<file path="config.mk">
export PLATFORM = sky130hd
export DESIGN_NAME = ipv4_forward_decision
export DESIGN_NICKNAME = d
export VERILOG_FILES = /design/src/hw/rtl/ifd_pkg.sv /design/src/hw/rtl/ifd_front.sv /design/src/hw/rtl/ifd_back.sv /design/src/hw/rtl/ipv4_forward_decision.sv
export VERILOG_INCLUDE_DIRS = /design/src /design/src/hw/rtl
export SDC_FILE = /design/constraint.sdc
export NUM_CORES = 2
export LEC_CHECK = 0
export BUFFER_PORTS_ARGS = -buffer_cell sky130_fd_sc_hd__buf_2
export CORE_ASPECT_RATIO = 0.8
export CORE_MARGIN = 1.5
export CORE_UTILIZATION = 56
export DETAILED_ROUTE_END_ITERATION = 10
export PLACE_DENSITY = 0.76
export SLEW_MARGIN = 15
export SYNTH_ARGS = -nofsm -noshare
export SYNTH_HDL_FRONTEND = slang
export SYNTH_HIERARCHICAL = 1
export SYNTH_SLANG_ARGS = --single-unit
</file>
<file path="constraint.sdc">
create_clock -name clk -period 9.69 [get_ports clk]
set_input_delay 1.938 -clock clk [delete_from_list [all_inputs] [get_ports clk]]
set_output_delay 1.938 -clock clk [all_outputs]
set_load 0.02 [all_outputs]
</file>
<file path="src/hw/rtl/ipv4_forward_decision_macros.svh">
// assertion helpers for the forwarding decision block
`ifndef IPV4_FORWARD_DECISION_MACROS_SVH
`define IPV4_FORWARD_DECISION_MACROS_SVH

`define IFD_ASSERT_IMPL(label, clk, rst, a, c) \
  label: assert property (@(posedge clk) disable iff (rst) (a) |-> (c)) \
    else $error("ifd check failed");

`define IFD_ASSERT_NEXT(label, clk, rst, a, c) \
  label: assert property (@(posedge clk) disable iff (rst) (a) |=> (c)) \
    else $error("ifd check failed");

`endif

</file>
<file path="src/hw/rtl/ifd_pkg.sv">
`default_nettype none
package ifd_pkg;
  localparam int RouteSlotsDefault = 16;
  localparam int IfaceCountDefault = 4;

  localparam logic [1:0] OP_ROUTE  = 2'd0;
  localparam logic [1:0] OP_IFACE  = 2'd1;
  localparam logic [1:0] OP_PACKET = 2'd2;

  typedef enum logic [3:0] {
    ACT_DONE          = 4'd0,
    ACT_BAD_VERSION   = 4'd1,
    ACT_BAD_IHL       = 4'd2,
    ACT_LOCAL_ICMP    = 4'd3,
    ACT_PORT_UNREACH  = 4'd4,
    ACT_UNKNOWN_PROTO = 4'd5,
    ACT_TTL_EXCEEDED  = 4'd6,
    ACT_NET_UNREACH   = 4'd7,
    ACT_FORWARD       = 4'd8
  } action_t;

  localparam logic [3:0] IP_VERSION = 4'd4;
  localparam logic [3:0] MIN_IHL    = 4'd5;
  localparam logic [7:0] PROTO_ICMP = 8'd1;
  localparam logic [7:0] PROTO_TCP  = 8'd6;
  localparam logic [7:0] PROTO_UDP  = 8'd17;

  // front to back: a packet that still needs the route search, or a final answer
  typedef struct packed {
    logic        search;
    action_t     action;
    logic [7:0]  ttl;
    logic [31:0] dst;
  } job_t;

  typedef struct packed {
    action_t     action;
    logic [31:0] next_hop;
    logic [1:0]  out_port;
    logic [7:0]  new_ttl;
    logic [3:0]  route_hit;
  } result_t;
endpackage
`default_nettype wire

</file>
<file path="src/hw/rtl/ifd_front.sv">
`default_nettype none
module ifd_front #(
  parameter int IFACE_COUNT = ifd_pkg::IfaceCountDefault
) (
  input  wire logic         clk,
  input  wire logic         rst,
  input  wire logic         in_valid,
  output logic              in_ready,
  input  wire logic [1:0]   opcode,
  input  wire logic [3:0]   slot,
  input  wire logic [31:0]  iface_addr,
  input  wire logic [3:0]   pkt_version,
  input  wire logic [3:0]   pkt_ihl,
  input  wire logic [7:0]   pkt_ttl,
  input  wire logic [31:0]  pkt_dst,
  input  wire logic [7:0]   pkt_proto,
  output logic              job_valid,
  input  wire logic         job_ready,
  output ifd_pkg::job_t     job
);
  localparam int IW = (IFACE_COUNT > 1) ? $clog2(IFACE_COUNT) : 1;
  logic [31:0] iface_tab [IFACE_COUNT];
  logic [IFACE_COUNT-1:0] iface_vld;
  logic local_hit;
  ifd_pkg::job_t job_next;

  assign in_ready = !job_valid || job_ready;

  always_comb begin
    local_hit = 1'b0;
    for (int i = 0; i < IFACE_COUNT; i++) begin
      if (iface_vld[i] && iface_tab[i] == pkt_dst) local_hit = 1'b1;
    end
  end

  always_comb begin
    job_next.search = 1'b0;
    job_next.action = ifd_pkg::ACT_DONE;
    job_next.ttl = 8'd0;
    job_next.dst = pkt_dst;
    if (opcode == ifd_pkg::OP_PACKET) begin
      job_next.ttl = pkt_ttl;
      priority if (pkt_version != ifd_pkg::IP_VERSION) job_next.action = ifd_pkg::ACT_BAD_VERSION;
      else if (pkt_ihl < ifd_pkg::MIN_IHL) job_next.action = ifd_pkg::ACT_BAD_IHL;
      else if (local_hit) begin
        priority if (pkt_proto == ifd_pkg::PROTO_ICMP) job_next.action = ifd_pkg::ACT_LOCAL_ICMP;
        else if (pkt_proto == ifd_pkg::PROTO_TCP || pkt_proto == ifd_pkg::PROTO_UDP)
          job_next.action = ifd_pkg::ACT_PORT_UNREACH;
        else job_next.action = ifd_pkg::ACT_UNKNOWN_PROTO;
      end else if (pkt_ttl <= 8'd1) job_next.action = ifd_pkg::ACT_TTL_EXCEEDED;
      else job_next.search = 1'b1;
    end
  end

  always_ff @(posedge clk) begin
    if (rst) begin
      job_valid <= 1'b0;
      iface_vld <= '0;
    end else begin
      if (in_valid && in_ready) begin
        job_valid <= 1'b1;
        if (opcode == ifd_pkg::OP_IFACE && 32'(slot) < IFACE_COUNT) begin
          iface_vld[slot[IW-1:0]] <= 1'b1;
        end
      end else if (job_ready) begin
        job_valid <= 1'b0;
      end
    end
  end

  always_ff @(posedge clk) begin
    if (in_valid && in_ready) begin
      job <= job_next;
      if (opcode == ifd_pkg::OP_IFACE && 32'(slot) < IFACE_COUNT) begin
        iface_tab[slot[IW-1:0]] <= iface_addr;
      end
    end
  end
endmodule
`default_nettype wire

</file>
<file path="src/hw/rtl/ifd_back.sv">
`default_nettype none
module ifd_back #(
  parameter int ROUTE_SLOTS = ifd_pkg::RouteSlotsDefault
) (
  input  wire logic         clk,
  input  wire logic         rst,
  input  wire logic         wr_en,
  input  wire logic [3:0]   wr_slot,
  input  wire logic [31:0]  wr_prefix,
  input  wire logic [31:0]  wr_mask,
  input  wire logic [31:0]  wr_gateway,
  input  wire logic [1:0]   wr_port,
  input  wire logic         job_valid,
  output logic              job_ready,
  input  wire ifd_pkg::job_t job,
  output logic              res_valid,
  input  wire logic         res_ready,
  output ifd_pkg::result_t  res
);
  localparam int SW = (ROUTE_SLOTS > 1) ? $clog2(ROUTE_SLOTS) : 1;
  logic [31:0] pfx [ROUTE_SLOTS];
  logic [31:0] msk [ROUTE_SLOTS];
  logic [31:0] gw  [ROUTE_SLOTS];
  logic [1:0]  prt [ROUTE_SLOTS];
  logic [ROUTE_SLOTS-1:0] vld;
  logic found, dflt;
  logic [SW-1:0] idx, didx;
  ifd_pkg::result_t res_next;

  assign job_ready = !res_valid || res_ready;

  always_comb begin
    found = 1'b0;
    dflt = 1'b0;
    idx = '0;
    didx = '0;
    for (int i = ROUTE_SLOTS - 1; i >= 0; i--) begin
      if (vld[i]) begin
        if (pfx[i] == 32'd0 && msk[i] == 32'd0) begin
          if (!dflt) didx = SW'(i);
          dflt = 1'b1;
        end else if ((job.dst & msk[i]) == (pfx[i] & msk[i])) begin
          found = 1'b1;
          idx = SW'(i);
        end
      end
    end
    if (!found) idx = didx;
  end

  always_comb begin
    res_next.action = job.action;
    res_next.next_hop = '0;
    res_next.out_port = '0;
    res_next.new_ttl = job.ttl;
    res_next.route_hit = '0;
    if (job.search) begin
      if (found || dflt) begin
        res_next.action = ifd_pkg::ACT_FORWARD;
        res_next.next_hop = gw[idx];
        res_next.out_port = prt[idx];
        res_next.new_ttl = job.ttl - 8'd1;
        res_next.route_hit = 4'(idx);
      end else begin
        res_next.action = ifd_pkg::ACT_NET_UNREACH;
      end
    end
  end

  always_ff @(posedge clk) begin
    if (rst) begin
      res_valid <= 1'b0;
      vld <= '0;
    end else begin
      if (wr_en && 32'(wr_slot) < ROUTE_SLOTS) vld[SW'(wr_slot)] <= 1'b1;
      if (job_valid && job_ready) res_valid <= 1'b1;
      else if (res_ready) res_valid <= 1'b0;
    end
  end

  always_ff @(posedge clk) begin
    if (job_valid && job_ready) res <= res_next;
    if (wr_en && 32'(wr_slot) < ROUTE_SLOTS) begin
      pfx[SW'(wr_slot)] <= wr_prefix;
      msk[SW'(wr_slot)] <= wr_mask;
      gw[SW'(wr_slot)]  <= wr_gateway;
      prt[SW'(wr_slot)] <= wr_port;
    end
  end
endmodule
`default_nettype wire

</file>
<file path="src/hw/rtl/ipv4_forward_decision.sv">
// ipv4 forwarding decision
// s_axis: one beat per item, an opcode selects route write, interface write or
// header classify. m_axis: one result beat per accepted item, in order.
// front stage keeps the interface table, checks version, ihl, local address
// and ttl, and registers a job; back stage keeps the route table, searches all
// slots in parallel with the lowest matching slot winning, default route as fallback, and
// registers the result. route writes land in the table on acceptance, so
// following headers see them.
// an item passes through the job register and then the result register. throughput:
// one item per cycle while m_axis_tready stays high.
// reset empties both tables and both stages; no clearing pass is needed.
// when the receiver stalls, the result register and the job register hold
// and fill, then s_axis_tready drops; nothing is lost.
`default_nettype none
`include "ipv4_forward_decision_macros.svh"
module ipv4_forward_decision #(
  parameter int ROUTE_SLOTS = ifd_pkg::RouteSlotsDefault,
  parameter int IFACE_COUNT = ifd_pkg::IfaceCountDefault
) (
  input  wire logic          clk,
  input  wire logic          rst,
  input  wire logic          s_axis_tvalid,
  output logic               s_axis_tready,
  // opcode, slot, route_prefix, route_netmask, route_gateway, route_port,
  // iface_addr, pkt_version, pkt_ihl, pkt_ttl, pkt_dst, pkt_proto
  input  wire logic [191:0]  s_axis_tdata,
  output logic               m_axis_tvalid,
  input  wire logic          m_axis_tready,
  // action, next_hop, out_port, new_ttl, route_hit, zero pad
  output logic [55:0]        m_axis_tdata
);
  logic [1:0]  opcode;
  logic [3:0]  slot;
  logic        job_valid, job_ready;
  ifd_pkg::job_t    job;
  ifd_pkg::result_t res;

  assign opcode = s_axis_tdata[1:0];
  assign slot   = s_axis_tdata[5:2];

  ifd_front #(.IFACE_COUNT(IFACE_COUNT)) u_front (
    .clk, .rst,
    .in_valid(s_axis_tvalid), .in_ready(s_axis_tready),
    .opcode, .slot,
    .iface_addr(s_axis_tdata[135:104]),
    .pkt_version(s_axis_tdata[139:136]),
    .pkt_ihl(s_axis_tdata[143:140]),
    .pkt_ttl(s_axis_tdata[151:144]),
    .pkt_dst(s_axis_tdata[183:152]),
    .pkt_proto(s_axis_tdata[191:184]),
    .job_valid, .job_ready, .job
  );

  ifd_back #(.ROUTE_SLOTS(ROUTE_SLOTS)) u_back (
    .clk, .rst,
    .wr_en(s_axis_tvalid && s_axis_tready && opcode == ifd_pkg::OP_ROUTE),
    .wr_slot(slot),
    .wr_prefix(s_axis_tdata[37:6]),
    .wr_mask(s_axis_tdata[69:38]),
    .wr_gateway(s_axis_tdata[101:70]),
    .wr_port(s_axis_tdata[103:102]),
    .job_valid, .job_ready, .job,
    .res_valid(m_axis_tvalid), .res_ready(m_axis_tready), .res
  );

  assign m_axis_tdata = {6'd0, res.route_hit, res.new_ttl, res.out_port,
                         res.next_hop, res.action};

  `IFD_ASSERT_NEXT(a_hold, clk, rst, m_axis_tvalid && !m_axis_tready,
                   m_axis_tvalid && $stable(m_axis_tdata))
  `IFD_ASSERT_IMPL(a_fwd_ttl, clk, rst,
                   m_axis_tvalid && res.action == ifd_pkg::ACT_FORWARD, res.new_ttl != 8'hff)
  `IFD_ASSERT_IMPL(a_stall, clk, rst, job_valid && m_axis_tvalid && !m_axis_tready,
                   !s_axis_tready)
endmodule
`default_nettype wire
</file>
After elaboration in Yosys (flattened, before gate mapping)
Memory sizes are Yosys's and may differ from the RTL's. Cells that the tools add are included.

Add/sub/neg operators: 1. $lt $le $gt $ge: 7. Eq/ne operators: 26. Muxes and demuxes: 203. Bitwise logic cells: 35. Reduce and logical (&&, ||, !) cells: 72.

Operators with widths (number): 32-bit bitwise AND (32); 32-bit zero test (32); 32-bit == test (20); 4-bit 2-to-1 mux (99); 1-bit 2-to-1 mux (98); 50-bit 2-to-1 mux (1); 46-bit 2-to-1 mux (1); 1-bit logical AND (26); 16-bit bitwise OR (1); 8-bit by 1-bit == test with 1-bit output (second input constant) (1); 8-bit by 3-bit == test with 1-bit output (second input constant) (1); 8-bit by 5-bit == test with 1-bit output (second input constant) (1); 8-bit by 1-bit less-or-equal comparator with 1-bit output (second input constant) (1); 4-bit by 3-bit < comparator with 1-bit output (second input constant) (2); 8-bit by 1-bit subtractor with 8-bit output (second input constant) (1); 4-bit by 5-bit < comparator with 1-bit output (second input constant) (1); 1-bit demux with 4-bit select (1); 4-bit by 1-bit greater-or-equal comparator with 1-bit output (second input constant) (1); 1-bit logical OR (4); 4-bit by 3-bit != test with 1-bit output (second input constant) (1); 4-bit bitwise OR (1); 2-bit AND reduction (2); 2-bit nonzero test (2); 4-bit OR reduction (1); 12 further kinds (13).

Register bits after elaboration: 117. Memory bits (writable): 1696. Input port bits: 196. Output and inout port bits: 58. Logic and storage cells: 364. Memories kept: 5.

Memory list: u_back.gw (depth 16, width 32, read ports 1, clocked after memory_dff 0, write ports 1, RTL line ifd_back.sv:23) `logic [31:0] gw [ROUTE_SLOTS];`; u_back.msk (depth 16, width 32, read ports 16, clocked after memory_dff 0, write ports 1, RTL line ifd_back.sv:22) `logic [31:0] msk [ROUTE_SLOTS];`; u_back.pfx (depth 16, width 32, read ports 16, clocked after memory_dff 0, write ports 1, RTL line ifd_back.sv:21) `logic [31:0] pfx [ROUTE_SLOTS];`; u_front.iface_tab (depth 4, width 32, read ports 4, clocked after memory_dff 0, write ports 1, RTL line ifd_front.sv:22) `logic [31:0] iface_tab [IFACE_COUNT];`; u_back.prt (depth 16, width 2, read ports 1, clocked after memory_dff 0, write ports 1, RTL line ifd_back.sv:24) `logic [1:0] prt [ROUTE_SLOTS];`.

Depth between registers and ports, before layout
An unclocked memory read counts as a cell.

Word-level depth: 55. Mapped depth: 18. Gate-level depth less buffers: 13.

Hierarchy
The synthesis kept the hierarchy.

Modules (own cells, without submodules): ifd_back (instances 1, cells each 3998, area an instance 64400.5 um^2, sequential area each 48926.9 um^2); ifd_front (instances 1, cells each 409, area an instance 7001.7 um^2, sequential area each 5265.0 um^2); ipv4_forward_decision (instances 1, cells each 8, area an instance 61.3 um^2, sequential area each 0.0 um^2).

Worst setup path before layout
Ideal clock, no wire load.

Path type: input port to flip-flop. Start: input m_axis_tready. End: memory u_back.gw[0][0] (enable). Library setup time: 0.679 ns. Data arrival time: 9.781 ns. Data required time: 9.011 ns. Path slack: -0.770 ns. Stages on the path: 5. Path buffers: 0. Path through: nand2b_1 nand2b_1 and4bb_2 or3b_2 nor3_1.

Cells in the longest elaborated chain, start to end: 6.

Ends and longest elaborated chain: start: declaration (RTL line ipv4_forward_decision.sv:28) `input wire logic m_axis_tready,`; 1-bit logical OR (RTL line ifd_back.sv:30) `assign job_ready = !res_valid || res_ready;`; 1-bit logical OR (RTL line ifd_front.sv:27) `assign in_ready = !job_valid || job_ready;`; net s_axis_tready (RTL line ipv4_forward_decision.sv:23) `output logic s_axis_tready,`; 1-bit logical AND (2 in series) (RTL line ipv4_forward_decision.sv:56) `.wr_en(s_axis_tvalid && s_axis_tready && opcode == ifd_pkg::OP_ROUTE),`; 1-bit 2-to-1 mux (RTL line ifd_back.sv:83) `if (wr_en && 32'(wr_slot) < ROUTE_SLOTS) begin`; 1-bit 2-to-1 mux (implied by the code) (RTL line ifd_back.sv:86) `gw[SW'(wr_slot)] <= wr_gateway;`; end: declaration (RTL line ifd_back.sv:23).

The timed path passes the listed nets, and every way through them passes these cells.

Worst setup path in the final report
Start: register u_front/job[10] (netlist name). End: register u_back/res[43] (netlist name).

Cells in the longest elaborated chain, start to end: 52. Elaborated cells between the ends (all ways): 132. Those cells by class: eq/ne (16); mux (97); bitwise (16); reduce/logical (2); memory (1).

Ends and longest elaborated chain: 32-bit bitwise AND (RTL line ifd_back.sv:42) `end else if ((job.dst & msk[i]) == (pfx[i] & msk[i])) begin`; 32-bit == test (RTL line ifd_back.sv:42); 4-bit 2-to-1 mux or 1-bit 2-to-1 mux (tied branches) (RTL line ifd_back.sv:42); 4-bit 2-to-1 mux or 1-bit 2-to-1 mux (tied branches) (RTL line ifd_back.sv:39) `if (pfx[i] == 32'd0 && msk[i] == 32'd0) begin`; 4-bit 2-to-1 mux or 1-bit 2-to-1 mux (tied branches) (RTL line ifd_back.sv:38) `if (vld[i]) begin`; 4-bit 2-to-1 mux or 1-bit 2-to-1 mux (tied branches) (RTL line ifd_back.sv:42); 4-bit 2-to-1 mux or 1-bit 2-to-1 mux (tied branches) (RTL line ifd_back.sv:39); 4-bit 2-to-1 mux or 1-bit 2-to-1 mux (tied branches) (RTL line ifd_back.sv:38); [36 not listed]; 4-bit 2-to-1 mux or 1-bit 2-to-1 mux (tied branches) (RTL line ifd_back.sv:42); 4-bit 2-to-1 mux or 1-bit 2-to-1 mux (tied branches) (RTL line ifd_back.sv:39); 4-bit 2-to-1 mux or 1-bit 2-to-1 mux (tied branches) (RTL line ifd_back.sv:38); 4-bit 2-to-1 mux or 1-bit 2-to-1 mux (tied branches) (RTL line ifd_back.sv:42); 4-bit 2-to-1 mux or 1-bit 2-to-1 mux (tied branches) (RTL line ifd_back.sv:39); 4-bit 2-to-1 mux or 1-bit 2-to-1 mux (tied branches) (RTL line ifd_back.sv:38); 4-bit 2-to-1 mux or 1-bit logical OR (tied branches) (RTL line ifd_back.sv:48, ifd_back.sv:58); memory 16 x 32 bit or 2-bit AND reduction (tied branches).

Parallel ways exist; a longest one is shown, timed or not. A chain may end at the register's enable or synchronous reset.

==> reports/results.txt <==
On the critical path, the stage with the largest delay is an instance of sky130_fd_sc_hd__inv_1. STA classifies the critical path startpoint as a flip-flop. The root buffer cell chosen for the clock tree is sky130_fd_sc_hd__clkbuf_16.

The mean cell area of the mapped netlist works out to 16.2 um2. For this design the top-level I/O count stands at 254. Of all nets on the critical path, the largest fanout is 21. The non-filler instance count after layout was 6605. Setup violations remaining at the end of the flow were counted as 0. For hold timing, the worst endpoint is u_back/res_valid$_SDFFE_PP0P_. Cell area after synthesis: 71500 um2.

The run finished with clean final reports. Via density per instance: 7.00. The vertical die dimension works out to 323 um.

TritonCTS built the clock tree. During synthesis, Yosys emitted a total of 6 warnings. The tools report the final core area utilization as 63.3%. Counting the buffers created by CTS gives 169. Clock latency on the worst-skew pair, taken at its later pin, is 830 ps. The run gives 35.9% as the overall track demand over capacity in global routing.

Area added between synthesis and finish: 12.5%. Yosys attributes the largest share of cell area to sky130_fd_sc_hd__edfxtp_1 75%, sky130_fd_sc_hd__xor2_1 7.2%, sky130_fd_sc_hd__nor4_1 2.7%, sky130_fd_sc_hd__a22oi_1 2.4%, sky130_fd_sc_hd__nand2_1 1.6%. The tools report the fraction of the yosys area taken by sequential cells as 75.8%. The post-synthesis async set-or-reset flop share is 0%.

The number of slew-limit violations in the final report is 0, and the total of hold buffers inserted after clock tree synthesis is 0. The number of buffers inserted to repair setup after CTS is 0. The first global-routing pass estimated 322 mm of wire.

The clock period minus final worst setup slack is 6800 ps, and the final net count is 4952. Entering global routing, the biggest net connects 140 pins. Walking the worst path, the cells encountered are buf_4, xor2_1, a22oi_1, nand4_1, nor4_1, a32oi_1, nand4_1, nor2_1, nor2_1, nand3_1, inv_1, o211ai_1, a221oi_1, a41o_1.

Synthesis inferred 1812 register bits. The worst register-to-register path ends at u_back/res[43]$_SDFFCE_PN0P_. Setup total negative slack on the finished layout was measured at 0 ps. The tools report the critical register-to-register path startpoint as u_front/job[10]$_DFFE_PP_. The number of design-rule violations left by the first detailed-router iteration is 8841. The tools report the launch instance of the worst min-delay path as u_front/job_valid$_SDFFE_PP0P_.

The number of buffers inserted by port buffering is 247, and the die area is 130000 um2. The logs give 7 for the detailed-routing iteration count for the pre-antenna-repair pass and 0 for the DRC violation count after routing. For the number of antenna violations at the first check in global routing, the log shows 39. Tracing the worst setup path back leads to its startpoint at u_front/job[10]$_DFFE_PP_. The clock sink total was 1812. The startpoint-to-endpoint class of the critical path was reg2reg. The core area was 127000 um2. The via count of the first global-routing pass was 42815; the routed wirelength normalized by instance count was 35.8 um. The delay of the slowest cell on the worst path is 1310 ps, and the filler cell count is 8787. The actual transition at the worst max-transition pin is 1220 ps, and the cell count of the worst hold path is 2.

The tools report the setup slack of the most critical reg-to-reg path as 2890 ps. Grouping stages by cell kind, the critical path spends the most delay in simple AND/OR/NAND/NOR gates. Data arrives at the worst endpoint at 7470 ps. The clock passes through at most 3 buffers. Based on the critical path, the design can be clocked at up to 0.147 GHz. Max-cap violations in this run came to 0. The run gives 117 as the cell row count. Routability-driven placement finished with a final weighted congestion of 1.01.

After clock tree synthesis, the clock-pin slew on the worst setup and hold paths is 70 ps. Across the routed clock network, the largest skew measured is 35.3 ps. For the number of hold violations in the final report, the log shows 0. The worst register-to-register path has a depth of 14. Counting distinct cell types in the post-synthesis netlist gives 78. Leading cell type by number of instances after synthesis: sky130_fd_sc_hd__edfxtp_1. Wires add up to 236 mm. The critical path required time was 10350 ps; the post-route clock period utilization was 70.2%. The number of enable-type register cells in the synthesized netlist came out at 1790. For this design the ratio of total power to cell area is 200 nW/um2.

The count of buffering cells on the critical path with inverters included was 2. The logs give 46220 for the overall via count from detail_route and 56.3% for the initial cell density of the core. The run gives 80400 um2 as the design area. Headroom to the max-slew limit came out at 18.3%. The count of nets left with antenna violations once routing finished came out at 0. The logs give 4 for the number of levels in the clock H-tree and 134 mm for the half-perimeter wire length of the detailed placement result. The worst hold path belongs to the class reg2reg. In this run the static leakage power is 0.0266 uW. Setup repair after global routing left no endpoint under its margin.

Synthesis produced 4415 cells. The run gives 0 as the sum of overflow across all layers after global routing. Across the VDD grid, the largest voltage drop is 0.284 mV. Of the cells placed in the final design, the portion with a size suffix greater than 1 is 12.6%.

The floorplan step set the die width to 402 um. In this run the cell area measured after placement is 74800 um2. The area share of the leading cell type in the synthesized netlist was 75.2%. For the number of gates resized after CTS, the log shows 0. Primary flip-flop cell chosen by synthesis mapping: sky130_fd_sc_hd__edfxtp_1.

For the number of placed instances with taps included, the log shows 6250. Sorting the synthesized cells by how often they occur yields 1790 x sky130_fd_sc_hd__edfxtp_1, 585 x sky130_fd_sc_hd__xor2_1, 303 x sky130_fd_sc_hd__nand2_1, 303 x sky130_fd_sc_hd__nor4_1, 254 x sky130_fd_sc_hd__nor2_1. STA classifies the critical path endpoint as a flip-flop. The cell taking the most area after synthesis is sky130_fd_sc_hd__edfxtp_1.
flip-flops by register name, indices dropped and copies added, names as in the netlist, 16 cells and up:
register	count
u_back/prt	32
u_front/job	44
u_back/gw	512
u_back/res	50
u_back/msk	512
u_back/pfx	512
u_front/iface_tab	128
u_back/vld	16
tightest hold or removal path, cell delays in order, from the launching register on:
cell	delay, ps
sky130_fd_sc_hd__dfxtp_1	320
sky130_fd_sc_hd__inv_1	50
sky130_fd_sc_hd__a21oi_1	50
stage by stage:
stage | setup WS (ps) | hold WS [ps] | total power, uW
6_report | 2890 | 470 | 16100
3_3_place_gp | 3600 | 438 | 9510
5_1_grt | 3090 | 498 | 16400
2_1_floorplan | 1880 | 432 | 9080
4_1_cts | 3420 | 470 | 16000
3_5_place_dp | 3500 | 456 | 9520
how the worst max path moves through the flow:
stage	slack (ps)	cells after the start	end
global placement	3600	14	u_back/res[45]$_SDFFCE_PN0P_
detailed placement	3500	14	u_back/res[20]$_SDFFCE_PN0P_
CTS	3420	14	u_back/res[20]$_SDFFCE_PN0P_
floorplan	1880	5	u_back/gw[1][0]$_DFFE_PP_
global route	3090	14	u_back/res[20]$_SDFFCE_PN0P_
finish	2890	14	u_back/res[43]$_SDFFCE_PN0P_
cell usage in the layout (no fill, tap or decap), drive strengths merged, types with 35 or more instances in the layout:
cell,Yosys,layout
edfxtp,1790,1790
nand3,58,58
clkbuf,34,219
a21oi,53,53
diode,0,43
nor4,305,305
nand2,303,303
buf,128,326
a221oi,35,35
xor2,585,585
o21ai,51,51
nand4,141,141
nor2,254,254
xnor2,62,62
a22oi,226,226
mux2i,61,61
clkinv,0,69
power by group:
part / switching, uW / internal, uW
Combinational: 567 / 138
Sequential: 35.2 / 8660
Clock: 2990 / 3680
Total: 3590 / 12500
metal layers:
metal | global-route usage, % | share of wire (%) | vias up
met1 | 48.9 | 35 | 22634
met4 | 17.5 | 5.4 | 6
met2 | 51.0 | 43 | 4655
li1 | - | - | 18075
met3 | 13.4 | 17 | 850
met5 | 0 | 0.018 | -
area by class of cell:
cell class,instances,area [um2],area share (%)
antenna,43,108,0.134
clock buffer,219,4530,5.63
clock inverter,93,985,1.23
inverter,11,41.3,0.0514
multi-input combinational,2435,16600,20.6
sequential,1812,54200,67.4
tap,1666,2080,2.59
timing repair buffer,326,1850,2.31
logic make-up after synthesis:
kind of cell / after synthesis / synth area share (%)
mux: 64 / 0.902
buf+inv: 173 / 1.26
compound gates: 551 / 5.79
simple gates: 1165 / 8.26
other cells: 2 / 0.0105
flops: 1812 / 75.8
fa+ha+maj: 1 / 0.0175
xor+xnor: 647 / 7.93
Power figures use the tool's default switching activity.
